### src/rtl/core/mbrtu_pkg.sv
// Shared types, constants and the CRC-16 step for the Modbus RTU slave register bank.
// Depends on nothing; the engine, the top level and the testbench import it.
`default_nettype none
package mbrtu_pkg;

   // Payload of one received request byte.
   typedef struct packed {
      logic [7:0] rx_byte;
      logic       frame_end;
   } req_item_type;

   // Payload of one response byte.
   typedef struct packed {
      logic [7:0] tx_byte;
      logic       tx_last;
   } rsp_item_type;

   // Function codes served.
   localparam logic [7:0] FC_READ_REGS   = 8'h03;
   localparam logic [7:0] FC_WRITE_ONE   = 8'h06;
   localparam logic [7:0] FC_WRITE_MULTI = 8'h10;

   localparam logic [7:0]  STATION_RESET = 8'h01;
   localparam int          MAX_READ_QTY  = 8;
   localparam logic [15:0] CRC_INIT      = 16'hFFFF;
   localparam logic [15:0] CRC_POLY      = 16'hA001;

   localparam int NUM_REGS_DEFAULT    = 8;
   localparam int FRAME_BYTES_DEFAULT = 256;

   // One byte of the reflected Modbus CRC-16.
   function automatic logic [15:0] crc_update(input logic [15:0] crc, input logic [7:0] b);
      logic [15:0] c;
      c = crc ^ {8'h00, b};
      for (int k = 0; k < 8; k++) begin
         if (c[0]) begin
            c = (c >> 1) ^ CRC_POLY;
         end else begin
            c = c >> 1;
         end
      end
      return c;
   endfunction

endpackage
`default_nettype wire

### src/rtl/core/mbrtu_ram.sv
// Generic single-port-write, single-port-read RAM with a registered read.
// Depends on nothing.
`default_nettype none
module mbrtu_ram #(
   parameter int WIDTH = 8,
   parameter int DEPTH = 256
) (
   input  wire                                        clock,
   input  wire                                        we,
   input  wire [((DEPTH > 1) ? $clog2(DEPTH) : 1)-1:0] waddr,
   input  wire [WIDTH-1:0]                            wdata,
   input  wire                                        re,
   input  wire [((DEPTH > 1) ? $clog2(DEPTH) : 1)-1:0] raddr,
   output logic [WIDTH-1:0]                           rdata
);
   logic [WIDTH-1:0] mem_ff [DEPTH];
   logic [WIDTH-1:0] rdata_ff;

   // Write port.
   always_ff @(posedge clock) begin
      if (we) begin
         mem_ff[waddr] <= wdata;
      end
   end

   // Registered read port; data holds until the next read.
   always_ff @(posedge clock) begin
      if (re) begin
         rdata_ff <= mem_ff[raddr];
      end
   end

   assign rdata = rdata_ff;
endmodule
`default_nettype wire

### src/rtl/core/mbrtu_engine.sv
// Frame store, register bank and the sequencer that checks and serves one frame.
// Depends on mbrtu_pkg and mbrtu_ram.
`default_nettype none
module mbrtu_engine #(
   parameter int NUM_REGS    = 8,
   parameter int FRAME_BYTES = 256
) (
   input  wire                        clock,
   input  wire                        reset,
   input  wire [7:0]                  station,
   input  wire                        in_valid,
   input  mbrtu_pkg::req_item_type    in_item,
   output logic                       in_ready,
   output logic                       out_valid,
   output mbrtu_pkg::rsp_item_type    out_item,
   input  wire                        out_take
);
   import mbrtu_pkg::*;

   localparam int CW = $clog2(FRAME_BYTES + 1);
   localparam int AW = $clog2(FRAME_BYTES);
   localparam int RW = (NUM_REGS > 1) ? $clog2(NUM_REGS) : 1;
   localparam int QW = $clog2(NUM_REGS + 1);

   localparam logic [3:0] ST_IDLE   = 4'd0;
   localparam logic [3:0] ST_SCAN_A = 4'd1;
   localparam logic [3:0] ST_SCAN_D = 4'd2;
   localparam logic [3:0] ST_CHECK  = 4'd3;
   localparam logic [3:0] ST_WR_HA  = 4'd4;
   localparam logic [3:0] ST_WR_HD  = 4'd5;
   localparam logic [3:0] ST_WR_LA  = 4'd6;
   localparam logic [3:0] ST_WR_LD  = 4'd7;
   localparam logic [3:0] ST_RD_A   = 4'd8;
   localparam logic [3:0] ST_RD_D   = 4'd9;
   localparam logic [3:0] ST_SEND   = 4'd10;

   logic [3:0]          state_ff, state_in;
   logic [CW-1:0]       cnt_ff, cnt_in;
   logic                ovr_ff, ovr_in;
   logic [CW-1:0]       n_ff, n_in;
   logic [CW-1:0]       idx_ff, idx_in;
   logic [15:0]         crc_ff, crc_in;
   logic [7:0]          hdr_ff [6];
   logic [7:0]          hdr_in [6];
   logic [7:0]          rxlo_ff, rxlo_in, rxhi_ff, rxhi_in;
   logic                is_read_ff, is_read_in;
   logic [QW-1:0]       j_ff, j_in;
   logic [4:0]          k_ff, k_in, len_ff, len_in;
   logic [7:0]          whi_ff, whi_in;
   logic [15:0]         word_ff, word_in;
   logic [RW-1:0]       rd_addr_ff, rd_addr_in;
   logic                rd_vld_ff, rd_vld_in;
   logic [NUM_REGS-1:0] vld_ff, vld_in;

   // Memory ports.
   logic          f_we, f_re;
   logic [AW-1:0] f_waddr, f_raddr;
   logic [7:0]    f_rdata;
   logic          b_we, b_re;
   logic [RW-1:0] b_waddr, b_raddr;
   logic [15:0]   b_wdata, b_rdata;

   // Decoded request fields and checks.
   logic [15:0]   start_w, qty_w;
   logic [16:0]   end_w;
   logic [17:0]   need_w;
   logic [CW-1:0] body_w;
   logic          base_ok, rd_ok, w1_ok, wm_ok;
   logic [7:0]    tx_w;
   logic [4:0]    nxt_k;
   logic [CW-1:0] wr_off;

   mbrtu_ram #(.WIDTH(8), .DEPTH(FRAME_BYTES)) u_frame (
      .clock(clock), .we(f_we), .waddr(f_waddr), .wdata(in_item.rx_byte),
      .re(f_re), .raddr(f_raddr), .rdata(f_rdata)
   );

   mbrtu_ram #(.WIDTH(16), .DEPTH(NUM_REGS)) u_bank (
      .clock(clock), .we(b_we), .waddr(b_waddr), .wdata(b_wdata),
      .re(b_re), .raddr(b_raddr), .rdata(b_rdata)
   );

   assign start_w = {hdr_ff[2], hdr_ff[3]};
   assign qty_w   = {hdr_ff[4], hdr_ff[5]};
   assign end_w   = {1'b0, start_w} + {1'b0, qty_w};
   assign need_w  = 18'd7 + {1'b0, qty_w, 1'b0};
   assign body_w  = n_ff - CW'(2);

   // Request checks evaluated once the whole frame has been scanned.
   always_comb begin
      base_ok = (crc_ff == {rxhi_ff, rxlo_ff}) && (hdr_ff[0] == station)
                && (body_w >= CW'(6));
      rd_ok = base_ok && (hdr_ff[1] == FC_READ_REGS) && (qty_w != 16'd0)
              && (qty_w <= 16'(MAX_READ_QTY)) && (end_w <= 17'(NUM_REGS));
      w1_ok = base_ok && (hdr_ff[1] == FC_WRITE_ONE) && (start_w < 16'(NUM_REGS));
      wm_ok = base_ok && (hdr_ff[1] == FC_WRITE_MULTI) && (qty_w != 16'd0)
              && (end_w <= 17'(NUM_REGS)) && (need_w <= 18'(body_w));
   end

   // Reply byte selected by position.
   always_comb begin
      if (k_ff == len_ff) begin
         tx_w = crc_ff[7:0];
      end else if (k_ff == len_ff + 5'd1) begin
         tx_w = crc_ff[15:8];
      end else if (is_read_ff) begin
         case (k_ff)
            5'd0:    tx_w = hdr_ff[0];
            5'd1:    tx_w = FC_READ_REGS;
            5'd2:    tx_w = {qty_w[6:0], 1'b0};
            default: tx_w = k_ff[0] ? word_ff[15:8] : word_ff[7:0];
         endcase
      end else begin
         case (k_ff)
            5'd0:    tx_w = hdr_ff[0];
            5'd1:    tx_w = hdr_ff[1];
            5'd2:    tx_w = hdr_ff[2];
            5'd3:    tx_w = hdr_ff[3];
            5'd4:    tx_w = hdr_ff[4];
            default: tx_w = hdr_ff[5];
         endcase
      end
   end

   assign nxt_k  = k_ff + 5'd1;
   assign wr_off = CW'(7) + CW'({j_ff, 1'b0});

   assign in_ready         = (state_ff == ST_IDLE);
   assign out_valid        = (state_ff == ST_SEND);
   assign out_item.tx_byte = tx_w;
   assign out_item.tx_last = (k_ff == len_ff + 5'd1);

   // Sequencer.
   always_comb begin
      state_in   = state_ff;
      cnt_in     = cnt_ff;
      ovr_in     = ovr_ff;
      n_in       = n_ff;
      idx_in     = idx_ff;
      crc_in     = crc_ff;
      hdr_in     = hdr_ff;
      rxlo_in    = rxlo_ff;
      rxhi_in    = rxhi_ff;
      is_read_in = is_read_ff;
      j_in       = j_ff;
      k_in       = k_ff;
      len_in     = len_ff;
      whi_in     = whi_ff;
      word_in    = word_ff;
      rd_addr_in = rd_addr_ff;
      rd_vld_in  = rd_vld_ff;
      vld_in     = vld_ff;
      f_we       = 1'b0;
      f_waddr    = cnt_ff[AW-1:0];
      f_re       = 1'b0;
      f_raddr    = idx_ff[AW-1:0];
      b_we       = 1'b0;
      b_waddr    = start_w[RW-1:0];
      b_wdata    = qty_w;
      b_re       = 1'b0;
      b_raddr    = start_w[RW-1:0] + RW'(j_ff);
      case (state_ff)
         ST_IDLE: begin
            if (in_valid) begin
               f_we = (cnt_ff < CW'(FRAME_BYTES));
               if (in_item.frame_end) begin
                  n_in   = f_we ? cnt_ff + CW'(1) : cnt_ff;
                  cnt_in = '0;
                  ovr_in = 1'b0;
                  idx_in = '0;
                  crc_in = CRC_INIT;
                  if (!(ovr_ff || !f_we) && (n_in >= CW'(2))) begin
                     state_in = ST_SCAN_A;
                  end
               end else if (f_we) begin
                  cnt_in = cnt_ff + CW'(1);
               end else begin
                  ovr_in = 1'b1;
               end
            end
         end
         ST_SCAN_A: begin
            f_re     = 1'b1;
            state_in = ST_SCAN_D;
         end
         ST_SCAN_D: begin
            if (idx_ff < n_ff - CW'(2)) begin
               crc_in = crc_update(crc_ff, f_rdata);
            end
            if (idx_ff < CW'(6)) begin
               hdr_in[idx_ff[2:0]] = f_rdata;
            end
            if (idx_ff == n_ff - CW'(2)) begin
               rxlo_in = f_rdata;
            end
            if (idx_ff == n_ff - CW'(1)) begin
               rxhi_in  = f_rdata;
               state_in = ST_CHECK;
            end else begin
               idx_in   = idx_ff + CW'(1);
               state_in = ST_SCAN_A;
            end
         end
         ST_CHECK: begin
            crc_in     = CRC_INIT;
            k_in       = '0;
            j_in       = '0;
            is_read_in = rd_ok;
            len_in     = rd_ok ? 5'd3 + {qty_w[3:0], 1'b0} : 5'd6;
            state_in   = ST_IDLE;
            if (rd_ok) begin
               state_in = ST_SEND;
            end else if (w1_ok) begin
               b_we                     = 1'b1;
               vld_in[start_w[RW-1:0]] = 1'b1;
               state_in                 = ST_SEND;
            end else if (wm_ok) begin
               state_in = ST_WR_HA;
            end
         end
         ST_WR_HA: begin
            f_re     = 1'b1;
            f_raddr  = wr_off[AW-1:0];
            state_in = ST_WR_HD;
         end
         ST_WR_HD: begin
            whi_in   = f_rdata;
            state_in = ST_WR_LA;
         end
         ST_WR_LA: begin
            f_re     = 1'b1;
            f_raddr  = wr_off[AW-1:0] + AW'(1);
            state_in = ST_WR_LD;
         end
         ST_WR_LD: begin
            b_we            = 1'b1;
            b_waddr         = start_w[RW-1:0] + RW'(j_ff);
            b_wdata         = {whi_ff, f_rdata};
            vld_in[b_waddr] = 1'b1;
            j_in            = j_ff + QW'(1);
            state_in        = (QW'(j_ff + QW'(1)) == qty_w[QW-1:0]) ? ST_SEND : ST_WR_HA;
         end
         ST_RD_A: begin
            b_re       = 1'b1;
            rd_addr_in = b_raddr;
            rd_vld_in  = vld_ff[b_raddr];
            state_in   = ST_RD_D;
         end
         ST_RD_D: begin
            word_in  = rd_vld_ff ? b_rdata : 16'(rd_addr_ff) + 16'd1;
            j_in     = j_ff + QW'(1);
            state_in = ST_SEND;
         end
         ST_SEND: begin
            if (out_take) begin
               if (k_ff < len_ff) begin
                  crc_in = crc_update(crc_ff, tx_w);
               end
               k_in = nxt_k;
               if (out_item.tx_last) begin
                  state_in = ST_IDLE;
               end else if (is_read_ff && nxt_k >= 5'd3 && nxt_k < len_ff && nxt_k[0]) begin
                  state_in = ST_RD_A;
               end
            end
         end
         default: state_in = ST_IDLE;
      endcase
   end

   // Control registers.
   always_ff @(posedge clock) begin
      if (reset) begin
         state_ff <= ST_IDLE;
         cnt_ff   <= '0;
         ovr_ff   <= 1'b0;
         vld_ff   <= '0;
      end else begin
         state_ff <= state_in;
         cnt_ff   <= cnt_in;
         ovr_ff   <= ovr_in;
         vld_ff   <= vld_in;
      end
   end

   // Working registers of the frame being served.
   always_ff @(posedge clock) begin
      n_ff       <= n_in;
      idx_ff     <= idx_in;
      crc_ff     <= crc_in;
      hdr_ff     <= hdr_in;
      rxlo_ff    <= rxlo_in;
      rxhi_ff    <= rxhi_in;
      is_read_ff <= is_read_in;
      j_ff       <= j_in;
      k_ff       <= k_in;
      len_ff     <= len_in;
      whi_ff     <= whi_in;
      word_ff    <= word_in;
      rd_addr_ff <= rd_addr_in;
      rd_vld_ff  <= rd_vld_in;
   end
endmodule
`default_nettype wire

### src/rtl/core/modbus_rtu_slave_register_bank_unit.sv
// Top level of the Modbus RTU slave register bank: station register, output register
// and the frame engine. Depends on mbrtu_pkg, mbrtu_engine and mbrtu_ram.
//
// Usage: request bytes enter on the req_ channel, one transfer per byte, with
// frame_end set on the last byte of a frame. A byte that does not end a frame
// is stored while the engine is idle. At frame end the engine reads the
// stored frame back through the frame store read port, an address state and a
// data state per byte, then checks it; req_ready stays low until the reply is
// fully sent or the frame is dropped. Reply bytes leave on the rsp_ channel
// through an output register, one byte per cycle while rsp_ready is high; a read
// reply also pauses at each register for the bank's read port. A stalled receiver
// simply holds the current byte and pauses the engine. The station address is
// written on the csr_ channel, which is always ready. Reset sets the station
// address to 1, empties the output register, clears the frame counter, and makes
// every bank register read as its index plus one until written.
`default_nettype none
module modbus_rtu_slave_register_bank_unit #(
   parameter int NUM_REGS    = mbrtu_pkg::NUM_REGS_DEFAULT,
   parameter int FRAME_BYTES = mbrtu_pkg::FRAME_BYTES_DEFAULT
) (
   input  wire                     clock,
   input  wire                     reset,
   input  wire                     req_valid,
   output logic                    req_ready,
   input  mbrtu_pkg::req_item_type req_item,
   output logic                    rsp_valid,
   input  wire                     rsp_ready,
   output mbrtu_pkg::rsp_item_type rsp_item,
   input  wire                     csr_valid,
   output logic                    csr_ready,
   input  wire [7:0]               csr_data
);
   import mbrtu_pkg::*;

   logic [7:0]   station_ff;
   logic         rsp_valid_ff;
   rsp_item_type rsp_item_ff;
   logic         eng_valid, eng_take;
   rsp_item_type eng_item;

   mbrtu_engine #(.NUM_REGS(NUM_REGS), .FRAME_BYTES(FRAME_BYTES)) u_engine (
      .clock(clock), .reset(reset), .station(station_ff),
      .in_valid(req_valid), .in_item(req_item), .in_ready(req_ready),
      .out_valid(eng_valid), .out_item(eng_item), .out_take(eng_take)
   );

   // The engine hands over a byte whenever the output register is free or draining.
   assign eng_take = eng_valid && (!rsp_valid_ff || rsp_ready);

   // Station address register.
   assign csr_ready = 1'b1;
   always_ff @(posedge clock) begin
      if (reset) begin
         station_ff <= STATION_RESET;
      end else if (csr_valid) begin
         station_ff <= csr_data;
      end
   end

   // Output register.
   always_ff @(posedge clock) begin
      if (reset) begin
         rsp_valid_ff <= 1'b0;
      end else if (eng_take) begin
         rsp_valid_ff <= 1'b1;
      end else if (rsp_ready) begin
         rsp_valid_ff <= 1'b0;
      end
   end

   always_ff @(posedge clock) begin
      if (eng_take) begin
         rsp_item_ff <= eng_item;
      end
   end

   assign rsp_valid = rsp_valid_ff;
   assign rsp_item  = rsp_item_ff;
endmodule
`default_nettype wire

### config.mk
export PLATFORM = sky130hd
export DESIGN_NAME = modbus_rtu_slave_register_bank_unit
export DESIGN_NICKNAME = d
export VERILOG_FILES = /design/src/rtl/core/mbrtu_pkg.sv /design/src/rtl/core/mbrtu_ram.sv /design/src/rtl/core/mbrtu_engine.sv /design/src/rtl/core/modbus_rtu_slave_register_bank_unit.sv
export SDC_FILE = /design/constraint.sdc
export NUM_CORES = 2
export LEC_CHECK = 0
export BUFFER_PORTS_ARGS = -buffer_cell sky130_fd_sc_hd__buf_4
export CAP_MARGIN = 10
export CORE_MARGIN = 2
export CORE_UTILIZATION = 62
export CTS_CLUSTER_DIAMETER = 60
export DETAILED_ROUTE_END_ITERATION = 7
export PLACE_DENSITY = 0.76
export REMOVE_ABC_BUFFERS = 1
export SYNTH_ARGS = -nofsm -noshare
export SYNTH_HDL_FRONTEND = slang
export SYNTH_SLANG_ARGS = --single-unit
### constraint.sdc
create_clock -name clock -period 5 [get_ports clock]
set_clock_uncertainty 0.15 [all_clocks]
set_input_delay 0.5 -clock clock [delete_from_list [all_inputs] [get_ports clock]]
set_output_delay 0.5 -clock clock [all_outputs]
set_load 0.02 [all_outputs]
-- Word level (Yosys, flattened, before mapping)
Memory sizes are Yosys's and may differ from the RTL's. A register that Yosys moved wholly into a read port is not among the register bits.
Cells that the tools add are included.
- equal/unequal tests: 35
- bitwise gates (word level): 21
- reductions and logical operators: 47
- add/subtract/negate cells: 14
- $lt $le $gt $ge: 18
- mux-type cells: 115
- operators by type and width (cell ; count):
    $mux 16 ; 58
    $pmux 16 s4 ; 1
    $mux 8 ; 7
    $bwmux 48 ; 1
    $not 2->3 ; 16
    $mux 9 ; 5
    $pmux 4 s11 ; 1
    $pmux 8 s5 ; 1
    $mux 4 ; 9
    $pmux 8 s2 ; 2
    $xor 16x8->16 ; 2
    $demux 8 s3 ; 1
    $pmux 8 s3 ; 1
    $logic_and 1x1->1 ; 20
    $add 3x17->18 const A ; 1
    $add 9x1->9 const B ; 2
    $eq 9x9->1 ; 2
    $le 18x9->1 ; 1
    $pmux 9 s2 ; 1
    $add 16x16->17 ; 1
    $le 17x4->1 const B ; 1
    $mux 1 ; 17
    $eq 16x16->1 ; 1
    $eq 4x3->1 const B ; 4
    other kinds (61) ; 94
- output and inout bits: 12
- logic and storage cells: 279
- memories: 2
- register bits after elaboration: 181
- input port bits: 22
- RAM bits: 2176
- memory list (name ; depth ; width ; read ports ; clocked after Yosys merged registers in ; wr ports ; line ; text):
    u_engine.u_frame.mem_ff ; 256 ; 8 ; 1 ; 1 ; 1 ; mbrtu_ram.sv:16 ; logic [WIDTH-1:0] mem_ff [DEPTH];
    u_engine.u_bank.mem_ff ; 8 ; 16 ; 1 ; 1 ; 1 ; mbrtu_ram.sv:16 ;

-- Logic depth before layout (Yosys ltp)
- word-level depth: 46
- gate-level depth with buffers: 15
- mapped depth without buffers: 14

-- By module
A second synthesis with hierarchy kept.
- cell total of the unflattened synthesis: 5067
- area, all modules: 96452.5 um2
- by module, submodules not included (module ; area an instance (um2) ; cells an instance ; seq. area each (um2) ; instances):
    mbrtu_ram (u_engine.u_frame) ; 79636.4 ; 3733 ; 61739.2 ; 1
    mbrtu_engine ; 10749.1 ; 1078 ; 4674.5 ; 1
    mbrtu_ram (u_engine.u_bank) ; 5454.0 ; 214 ; 4324.1 ; 1
    modbus_rtu_slave_register_bank_unit ; 613.1 ; 42 ; 450.4 ; 1

-- Worst setup path after synthesis
Ideal clock, no wire load.
- kind: register to register
- from: register u_engine.n_ff[2]
- to: register u_engine.crc_ff[0] (enable)
- clock period less this slack: 4.349 ns
- buffers on the path: 0
- arrival: 3.769 ns
- stages on the path, launching flop included: 13
- data required time: 4.420 ns
- library setup time: 0.430 ns
- slack: 0.651 ns
- path through: edfxtp_1 > inv_1 > ha_1 > ha_1 > o21a_1 > o21a_1 > o21a_1 > o21a_1 > o21a_1 > o21a_1 > o21ai_0 > a21oi_1 > nor4_1
- cells in the longest elaborated chain, start to end: 4
- ends and longest elaborated chain (item ; line ; text):
    from (decl) ; mbrtu_engine.sv:40 ; logic [CW-1:0] n_ff, n_in;
    from (signal assigned) ; mbrtu_engine.sv:288 ; n_ff <= n_in;
    $sub 9x2->9 ; mbrtu_engine.sv:187 ; if (idx_ff < n_ff - CW'(2)) begin
    $lt 9x9->1 ; mbrtu_engine.sv:187 ;
    $ne 2x1->1 (no source line) ; - ;
    $reduce_and 6->1 (no source line) ; - ;
    to (signal assigned) ; mbrtu_engine.sv:290 ; crc_ff <= crc_in;
    to (decl) ; mbrtu_engine.sv:42 ; logic [15:0] crc_ff, crc_in;
Every way passes these cells.
A chain may end at the register's enable or synchronous reset.

-- Worst setup path in the final report
- from: register u_engine.state_ff[0]
- to: register u_engine.u_frame.rdata_ff[5] (netlist: u_engine.u_frame.rdata[5]) (read register of u_engine.u_frame.mem_ff) (data pin)
- cells in the longest elaborated chain, start to end: 3
- elaborated cells between the ends (all ways): 6
- those cells by class: eq/ne (3); mux (2); reduce/logical (1)
- ends and longest elaborated chain (item ; line ; text):
    from (decl) ; mbrtu_engine.sv:37 ; logic [3:0] state_ff, state_in;
    from (signal assigned) ; mbrtu_engine.sv:279 ; state_ff <= state_in;
    $eq 4x1->1 or $eq 4x3->1 (tied branches) ; mbrtu_engine.sv:162 ; case (state_ff)
    $reduce_or 3->1 (no source line) ; - ;
    $mux 1 ; mbrtu_engine.sv:162 ;
    to (decl) ; mbrtu_ram.sv:17 ; logic [WIDTH-1:0] rdata_ff;
Parallel ways exist; a longest one is shown, timed or not.

==> results.py <==
metrics = {
    "outcome": {
        "outcome": "finished, final reports clean",
    },
    "yosys": {
        "async_reset_ff_frac": 0,
        "synth_top_flop_cell": "edfxtp_1",
        "synth_top_area_cell": "edfxtp_1",
        "synthAdderAreaFrac": 0.00851,
        "yosysSeqAreaShare": 0.732,
        "synth-edff-count": 2350,
        "synthesis.instances": 4883,
        "yosys.area_share.simple": 0.0328,
        "synth_area_per_cell_um2": 19.9,
        "synthXorXnorAreaFrac": 0.0122,
        "yosys-top-cells-area": "edfxtp_1 (73%), mux4_2 (13%), mux2i_1 (5.4%)",
        "ys_seq_elements": 2381,
        "yosysTopAreaCellShare": 0.725,
        "synth_area_um2": 97300,
        "ys_warn_count": 0,
        "synth_compound_area_frac": 0.0153,
        "synth_top_family_by_area": "multiplexers",
        "ys_types": 95,
        "muxShareOfSynthArea": 0.186,
    },
    "worst_setup_path": {
        "critPathLaunch": "u_engine.state_ff[0]$_SDFFE_PP0P_",
        "r2r_end": "u_engine.u_frame.rdata[5]$_DFFE_PP_",
        "critPathCapture": "u_engine.u_frame.rdata[5]$_DFFE_PP_",
        "critPathMaxFanout": 35,
        "reg2reg_from": "u_engine.state_ff[0]$_SDFFE_PP0P_",
        "path_class": "reg2reg",
        "critical_path.startpoint_type": "flop",
        "worst-r2r-setup-slack_ns": 0.35,
        "endpoint_kind": "flop",
        "required_ns": 5.42,
        "worstPathArrival_ns": 5.07,
        "r2r_cells": 12,
    },
    "cells_and_area": {
        "final_cells": 7306,
        "finalInstanceArea_um2": 109000,
        "nets": 5134,
        "synthToLayoutAreaGrowth_pct": 11.6,
        "drive_gt1_frac": 0.220,
    },
    "pwr": {
        "p_leak_uw": 0.0359,
        "power-per-cell-area_nw_per_um2": 378,
        "ir_drop_mv": 0.386,
    },
    "clock_network": {
        "clkTransAtPathRegs_ns": 0.06,
        "root_buffer": "clkbuf_16",
        "cts_buffer_depth": 3,
        "post_cts_resized": 0,
        "cts_htree_levels": 4,
        "cts_made_buffers": 226,
        "clock-sinks": 2381,
        "cts_tree": "yes",
        "clock_latency_ns": 0.85,
    },
    "hold_path": {
        "hold_start": "req_item[5]",
        "hold_path.class": "in2reg",
        "hold_depth": 1,
    },
    "die": {
        "die_height_um": 400,
        "rows": 145,
        "ioPinCount": 34,
        "start_util": 0.624,
        "die_area_um2": 160000,
        "core_um2": 156000,
        "die_w_um": 400,
    },
    "route": {
        "vias_per_cell": 6.65,
        "drtPass1Iterations": 8,
        "drt-initial-drc-count": 6494,
        "drc_errors": 0,
        "vias": 48600,
        "avgRoutedWirePerCell_um": 30.6,
        "finalWirelength_um": 224000,
        "ant_nets": 0,
    },
    "placement": {
        "pre_cts_slack_ns": 0.462,
        "dp_hpwl_um": 131000,
        "portBuffers": 32,
        "place_congestion": 0.907,
        "place_inst": 6849,
        "placed_area_um2": 101000,
    },
    "sta": {
        "finalCritPeriodShare": 0.929,
        "worst_pin_slew_ns": 1.25,
        "holdWs_ns": 0.0526,
        "setup_viol": 0,
        "hold_viol_final": 0,
        "min_period_ns": 4.65,
        "final.setup.worst_slack_ns": 0.353,
        "drv_slew": 0,
        "fin_tns_setup_ns": 0,
        "relSlewSlack": 0.165,
        "fmax_mhz": 215,
        "rsz0062_at_grt": "no",
    },
    "global_routing": {
        "grt_pass1_vias": 48500,
        "grt_max_degree": 162,
        "grt_pass1_wl_um": 328000,
        "grt_antenna_before_repair": 5,
        "track_usage": 0.284,
        "overflow": 0,
    },
    "flow_run": {
        "maxCapViolations": 0,
    },
}
==> flip-flops by register name (all words and copies together), names as in the netlist, 9 cells and up <==
signal / flops
u_engine.idx_ff: 9
u_engine.u_bank.rdata: 16
u_engine.hdr_ff: 48
u_engine.n_ff: 9
u_engine.u_frame.mem_ff: 2048
rsp_item: 9
u_engine.cnt_ff: 9
u_engine.u_bank.mem_ff: 128
u_engine.crc_ff: 16
u_engine.word_ff: 16
==> kinds of logic (layout without fill, tap and decap cells) <==
group,after synthesis,count (layout)
flops,2381,2381
mux,1117,1117
simple gates,680,680
buf+inv,304,663
compound gates,205,205
xor+xnor,130,130
fa+ha+maj,65,65
other cells,1,7
==> worst max-delay path, stage by stage (launching register included) <==
cell     delay, ns
dfxtp_1       0.43
or3b_1        0.54
a21oi_4       0.36
buf_12        0.24
buf_12        0.30
buf_12        0.31
mux4_2        0.56
mux2i_1       0.26
mux2i_1       0.15
mux2i_1       0.27
mux2i_1       0.23
mux2i_1       0.39
mux2i_1       0.12
==> cell usage in the layout, fill, tap and decap left out, types with 36 or more instances in the layout <==
| master | Yosys | final |
|---|---|---|
| buf_12 | 0 | 36 |
| buf_4 | 2 | 125 |
| clkbuf_1 | 88 | 41 |
| clkbuf_16 | 0 | 229 |
| clkinv_1 | 0 | 51 |
| clkinv_2 | 0 | 44 |
| edfxtp_1 | 2350 | 2350 |
| ha_1 | 63 | 62 |
| inv_1 | 41 | 41 |
| mux2_2 | 44 | 44 |
| mux2i_1 | 524 | 524 |
| mux4_2 | 546 | 546 |
| nand2_1 | 102 | 89 |
| nor2_1 | 350 | 349 |
| xnor2_1 | 70 | 69 |
| xor2_1 | 56 | 56 |
==> Yosys cell counts, drive strengths merged, types with 4 or more instances <==
cell / number
a211o: 6
a211oi: 6
a21o: 16
a21oi: 42
a221oi: 6
a22o: 4
a22oi: 11
a31oi: 7
and2: 19
and3: 20
buf: 175
clkbuf: 88
dfxtp: 31
edfxtp: 2350
ha: 63
inv: 41
mux2: 47
mux2i: 524
mux4: 546
nand2: 104
nand2b: 12
nand3: 35
nand3b: 5
nand4: 8
nor2: 351
nor2b: 20
nor3: 36
nor3b: 10
nor4: 23
nor4b: 8
o211ai: 15
o21a: 20
o21ai: 34
o221ai: 6
o31ai: 5
or3: 12
xnor2: 71
xor2: 56
==> metrics by stage <==
stage,power (uW),util
after floorplan,24100,-
after global placement,23900,0.645
after detailed placement,23900,0.645
after CTS,41200,0.696
after global routing,42100,0.696
final,41100,0.696
==> report_power, final <==
part	switching (uW)	internal (uW)
clock network	7380	10200
registers	27.5	21900
logic	987	582
total	8390	32700
==> layer usage <==
metal  track usage  wire length, um  vias to the layer above
li1              -                -                    20200
met2         0.451           109000                     2631
met3        0.0530            20700                      418
met4        0.0824             6330                        4
met5             0               22                        -
met1         0.410            87500                    25300
==> what timing repair did <==
action / in CTS / in global routing
endpoints found under the hold margin: 26 / 0
hold buffers: 28 / 0
buffers inserted: 0 / 0
==> how the worst min path moves through the flow <==
stage / endpoint / slack (ns)
2_1_floorplan: u_engine.vld_ff[0]$_SDFFE_PP0P_ / 0.28
4_1_cts: u_engine.u_frame.mem_ff[7][4]$_DFFE_PP_ / 0.02
5_1_grt: u_engine.u_frame.mem_ff[4][4]$_DFFE_PP_ / 0.05
3_5_place_dp: u_engine.vld_ff[0]$_SDFFE_PP0P_ / 0.30
6_report: u_engine.u_frame.mem_ff[5][4]$_DFFE_PP_ / 0.05
3_3_place_gp: u_engine.vld_ff[5]$_SDFFE_PP0P_ / 0.30
==> area by class of cell <==
class                           instances  area, um2
Antenna cell                            6       15.0
Clock buffer                          272       5910
Clock inverter                        151       1760
Fill cell                            9274      47400
Inverter                               41        154
Multi-Input combinational cell       2198      24900
Sequential cell                      2381      71200
Tap cell                             2058       2570
Timing Repair Buffer                  199       2090
Power figures use the tool's default switching activity.
